`src/rtl/stm_ram.sv`:
```
// ============================================================================
// stm_ram: simple dual-port RAM
// One write port and one read port with registered read data.
// ============================================================================
`default_nettype none

module stm_ram #(
    parameter int unsigned DEPTH = 100,
    parameter int unsigned WIDTH = 16,
    parameter int unsigned AW    = $clog2(DEPTH)
) (
    input  wire logic             clk,
    input  wire logic             we,
    input  wire logic [AW-1:0]    waddr,
    input  wire logic [WIDTH-1:0] wdata,
    input  wire logic [AW-1:0]    raddr,
    output logic      [WIDTH-1:0] rdata
);

    logic [WIDTH-1:0] mem [DEPTH];

    always_ff @(posedge clk)
    begin
        if (we)
        begin
            mem[waddr] <= wdata;
        end
    end

    always_ff @(posedge clk)
    begin
        rdata <= mem[raddr];
    end

endmodule

`default_nettype wire

```
`config.mk`:
```
export PLATFORM = sky130hd
export DESIGN_NAME = stm_ram
export DESIGN_NICKNAME = d
export VERILOG_FILES = /design/src/rtl/stm_ram.sv
export SDC_FILE = /design/constraint.sdc
export NUM_CORES = 1
export LEC_CHECK = 0
export BUFFER_PORTS_ARGS = -buffer_cell sky130_fd_sc_hd__buf_2
export CAP_MARGIN = 20
export CORE_ASPECT_RATIO = 0.6
export CORE_MARGIN = 1.5
export CORE_UTILIZATION = 50
export DETAILED_ROUTE_END_ITERATION = 7
export GPL_TIMING_DRIVEN = 0
export PLACE_DENSITY = 0.65
export SLEW_MARGIN = 25
export SYNTH_ARGS = -nofsm -noshare
export SYNTH_HDL_FRONTEND = slang
export SYNTH_SLANG_ARGS = --single-unit
```
`constraint.sdc`:
```
create_clock -name clk -period 2.69 [get_ports clk]
set_clock_uncertainty 0.1 [all_clocks]
set_input_delay 0.1345 -clock clk [delete_from_list [all_inputs] [get_ports clk]]
set_output_delay 0.1345 -clock clk [all_outputs]
set_load 0.02 [all_outputs]
```
==> metrics.txt <==
# TYPE chip_impl_metric gauge
chip_impl_metric{name="postSynthCellCount",unit=""} 2669
chip_impl_info{name="cts_root_buffer",value="clkbuf_16"} 1
chip_impl_info{name="setup_repair_after_global_routing_missed_its_margin",value="no"} 1
chip_impl_metric{name="pwr_density_cell",unit="nW/um^2"} 717
chip_impl_metric{name="critPathArrivalTime",unit="ns"} 3.37
chip_impl_info{name="crit_slowest_cell",value="a21boi_0"} 1
chip_impl_metric{name="pre_cts_ws",unit="ns"} -1.16
chip_impl_info{name="worstHoldStart",value="waddr[6]"} 1
chip_impl_metric{name="timing.final.hold_violations",unit=""} 0
chip_impl_metric{name="clkSlewWorstSetupHoldPaths",unit="ns"} 0.07
chip_impl_metric{name="seq_area_frac_synth",unit="%"} 78.2
chip_impl_info{name="critical_path.reg2reg.startpoint",value="mem[95][15]"} 1
chip_impl_metric{name="via_count",unit=""} 31600
chip_impl_metric{name="synth_top_area_share",unit="%"} 77.7
chip_impl_info{name="netlist_top_cells_area",value="edfxtp_1 78%, mux4_2 16%, nor2_1 0.67%"} 1
chip_impl_metric{name="internal_cell_power",unit="W"} 0.0397
chip_impl_metric{name="route.final.wire_length",unit="microns"} 179000
chip_impl_metric{name="timing.max_cap.violations",unit=""} 0
chip_impl_metric{name="syn_area",unit="sq um"} 61800
chip_impl_metric{name="setup_viol_count_final",unit=""} 18
chip_impl_metric{name="cp_slowest_stage_delay",unit="ns"} 0.76
chip_impl_metric{name="grt_pass1_vias",unit=""} 30200
chip_impl_metric{name="power.static_leakage",unit="nW"} 21.9
chip_impl_metric{name="timing_worst_slew_pin_value",unit="ns"} 1.19
chip_impl_metric{name="clock_latency",unit="ns"} 0.78
chip_impl_metric{name="drive_gt1_share",unit="%"} 32.7
chip_impl_metric{name="io_pins",unit=""} 48
chip_impl_info{name="failed_checks",value="negative setup slack"} 1
chip_impl_metric{name="drt.antenna.violating_nets",unit=""} 0
chip_impl_metric{name="fraction_of_synthesis_flops_using_an_asynchronous_set_or_reset_pin",unit="%"} 0
chip_impl_metric{name="synth-seq-cells",unit=""} 1616
chip_impl_metric{name="tritoncts_num_sinks",unit=""} 1616
chip_impl_info{name="status",value="finished, violations left"} 1
chip_impl_metric{name="dieHeight",unit="microns"} 275
chip_impl_info{name="tritoncts",value="done"} 1
chip_impl_metric{name="core",unit="sq um"} 122000
chip_impl_metric{name="ys.warnings.count",unit=""} 0
chip_impl_metric{name="insertedDiodeCount",unit=""} 0
chip_impl_info{name="worst_setup_path_start_kind",value="input pin"} 1
chip_impl_metric{name="final.fill_count",unit=""} 8480
chip_impl_metric{name="net_switching_power",unit="W"} 0.0112
chip_impl_metric{name="final.min_clock_period",unit="ns"} 2.76
chip_impl_metric{name="grt_pass1_wl",unit="microns"} 244000
chip_impl_metric{name="fmax",unit="MHz"} 362
chip_impl_metric{name="synth_edf_count",unit=""} 1600
chip_impl_metric{name="timing.hold.worst_path_depth",unit=""} 4
chip_impl_info{name="whs_endpoint",value="mem[72][9]"} 1
chip_impl_info{name="ys.flop_type",value="edfxtp_1"} 1
chip_impl_metric{name="switching_share",unit="%"} 22.0
chip_impl_metric{name="grt_use_total",unit="%"} 28.7
chip_impl_metric{name="drt-wirelength-per-cell",unit="microns"} 38.2
chip_impl_metric{name="initial_core_util",unit="%"} 50.6
chip_impl_metric{name="drt_iter0_drc",unit=""} 5989
chip_impl_metric{name="gpl.final_weighted_congestion",unit=""} 0.973
chip_impl_metric{name="drt_pre_antenna_iters",unit=""} 6
chip_impl_metric{name="crit_fanout",unit=""} 10
chip_impl_metric{name="grt_start_max_net_pins",unit=""} 81
chip_impl_metric{name="port_buffers",unit=""} 40
chip_impl_metric{name="num-nets-final",unit=""} 2992
chip_impl_metric{name="drv_slew",unit=""} 0
chip_impl_metric{name="finalWorstSetupSlack",unit="ns"} -0.0724
chip_impl_info{name="hp_class",value="input pin to flip-flop"} 1
chip_impl_metric{name="areaGrowthSynthToFinish",unit="%"} 14.9
chip_impl_metric{name="cts_buffers",unit=""} 140
chip_impl_metric{name="period_share",unit="%"} 103
chip_impl_metric{name="min_hold_slack",unit="ns"} 0.0793
chip_impl_info{name="timing.critical_path.to_type",value="flip-flop"} 1
chip_impl_metric{name="vias_per_cell",unit=""} 6.75
chip_impl_metric{name="detail_route.drc_violations",unit=""} 0
chip_impl_metric{name="antenna_found_initial",unit=""} 11
chip_impl_metric{name="layout.area.seq",unit="sq um"} 48400
chip_impl_metric{name="slew_headroom",unit="%"} 18.4
chip_impl_metric{name="syn-num-nets",unit=""} 2701
chip_impl_metric{name="multi_input_comb_area",unit="sq um"} 13400
chip_impl_info{name="netlist.top_cell.by_area",value="edfxtp_1"} 1
chip_impl_metric{name="clock_tree.buffer_depth",unit=""} 3
chip_impl_metric{name="seq_power_share",unit="%"} 54.6
chip_impl_metric{name="peakVddDrop",unit="uV"} 643
chip_impl_metric{name="dpl.hpwl",unit="microns"} 123000
chip_impl_info{name="worstSetupPathType",value="input pin to flip-flop"} 1
chip_impl_metric{name="htree_num_levels",unit=""} 4
chip_impl_metric{name="grt_remaining_overflow",unit=""} 0
chip_impl_metric{name="floorplan.rows",unit=""} 99
chip_impl_info{name="path_cells",value="buf_2, buf_2, nor2b_1, buf_1, a22oi_1, a21boi_0, nor3_1, o21ai_0, a21boi_0"} 1
chip_impl_info{name="critical_path.reg2reg.endpoint",value="rdata[15]"} 1
chip_impl_metric{name="power.clock.fraction",unit="%"} 39.2
chip_impl_metric{name="synthDistinctLibCells",unit=""} 42
chip_impl_metric{name="die_area",unit="sq um"} 126000
chip_impl_metric{name="critical_path_required",unit="ns"} 3.30
chip_impl_metric{name="die-width",unit="microns"} 457
chip_impl_metric{name="worst_r2r_path_cells",unit=""} 6
chip_impl_metric{name="relative_contribution_of_combinational_cells_to_total_power",unit="%"} 6.2
chip_impl_metric{name="worst-r2r-setup-slack",unit="ns"} -0.01
chip_impl_metric{name="syn_avg_cell_area",unit="sq um"} 23.2
## registers in the layout, indices dropped and copies added (netlist names)
name / cells
mem: 1600
rdata: 16
## per-layer routing
metal	part of all wire, %	up-vias	track usage, %	routed length (microns)
met5	0.015	-	0	27
met4	2.0	4	6.46	3570
met3	18	280	14.9	32700
met2	39	2507	35.8	69400
met1	41	16800	44.1	73400
li1	-	12000	-	-
## power by group through the flow
stage	Clock, W	Sequential, W	Combinational, W
floorplan	0	0.0284	0.00136
global placement	0	0.0284	0.00275
detailed placement	0	0.0284	0.00295
CTS	0.0200	0.0278	0.00300
global route	0.0210	0.0278	0.00322
finish	0.0200	0.0278	0.00315
## logic make-up after synthesis
family	after synthesis	share of synthesized area [%]
buffers and inverters	148	1.39
flip-flops	1616	78.2
multiplexers	477	16.6
AND/OR/NAND/NOR	257	1.86
AO/OA/AOI/OAI	171	1.90
## stage by stage
step	area [sq um]	power, W	std cells	TNS [ns]	utilization [%]
final	71000	0.0509	4684	-0.444	58.2
after global routing	71000	0.0520	4684	0	58.2
after CTS	70700	0.0508	4676	0	57.9
after detailed placement	65900	0.0313	4400	-97.85	54.0
after global placement	64100	0.0311	4325	-1140.24	52.4
after floorplan	61800	0.0298	2669	0	-
## timing repair
| item | CTS | global route |
|---|---|---|
| pin swaps | 0 | 9 |
| hold buffers | 26 | 0 |
| setup buffers | 0 | 9 |
| hold endpoints to repair | 1280 | 0 |
| gates resized for setup | 21 | 47 |
| setup endpoints to repair | 14 | 159 |
## synth_stat cells, types with 16 or more instances
master / instances
edfxtp_1: 1600
mux4_2: 440
nor2_1: 110
nand2_1: 61
clkbuf_1: 49
buf_2: 41
a211oi_1: 38
mux2i_1: 35
nor2b_1: 32
a21oi_1: 27
buf_4: 26
a22oi_1: 24
o22ai_1: 20
buf_6: 19
dfxtp_1: 16
## layout make-up
cell class                 instances  area share, %
tap                             1616           2.85
multi-input combinational        905           18.8
timing repair buffer             150           2.74
clock inverter                    77          0.846
clock buffer                     173           5.39
inverter                           4         0.0264
buffer                           143           1.25
sequential                      1616           68.1
## worst max-delay path by stage
stage                     startpoint    endpoint  depth (start not counted)
after floorplan             waddr[5]  mem[57][0]                          4
after global placement      waddr[5]  mem[57][5]                          5
after detailed placement    raddr[1]   rdata[10]                          8
after CTS                   raddr[1]    rdata[4]                          8
after global routing        raddr[2]    rdata[0]                         10
final                       raddr[1]   rdata[12]                          9
## layout by cell type, fill, tap and decap left out, drive strengths merged, types with 2 or more instances in the layout
master       netlist  final
clkinv             1     62
mux2i             35     35
inv                3      8
dfxtp             16     16
a21oi             27     27
nand2             61     61
o211ai             3      3
a311oi             2      2
nor3              12     12
bufinv             0      8
nand4              3      3
buf               95    214
a2111oi            3      3
or3                2      2
a32oi              2      2
a211oi            38     38
dlygate4sd3        0     26
a22oi             24     24
edfxtp          1600   1600
a221oi             6      6
o22ai             20     20
o21ai             14     14
nor2             110    110
and2              12     12
clkinvlp           0      3
mux2               2      2
a31o              10     10
a21boi             6      6
clkbuf            49    225
a31oi             12     12
mux4             440    440
o221ai             3      3
nand3             13     13
nor4               5      5
nor2b             32     32
nand2b             5      5
## critical path, delay by kind of cell
family	cells	cell delay, ns
AO/OA/AOI/OAI	4	1.60
buffers and inverters	3	1.36
AND/OR/NAND/NOR	2	0.26
Note: power is estimated with default switching activity, not from simulation.
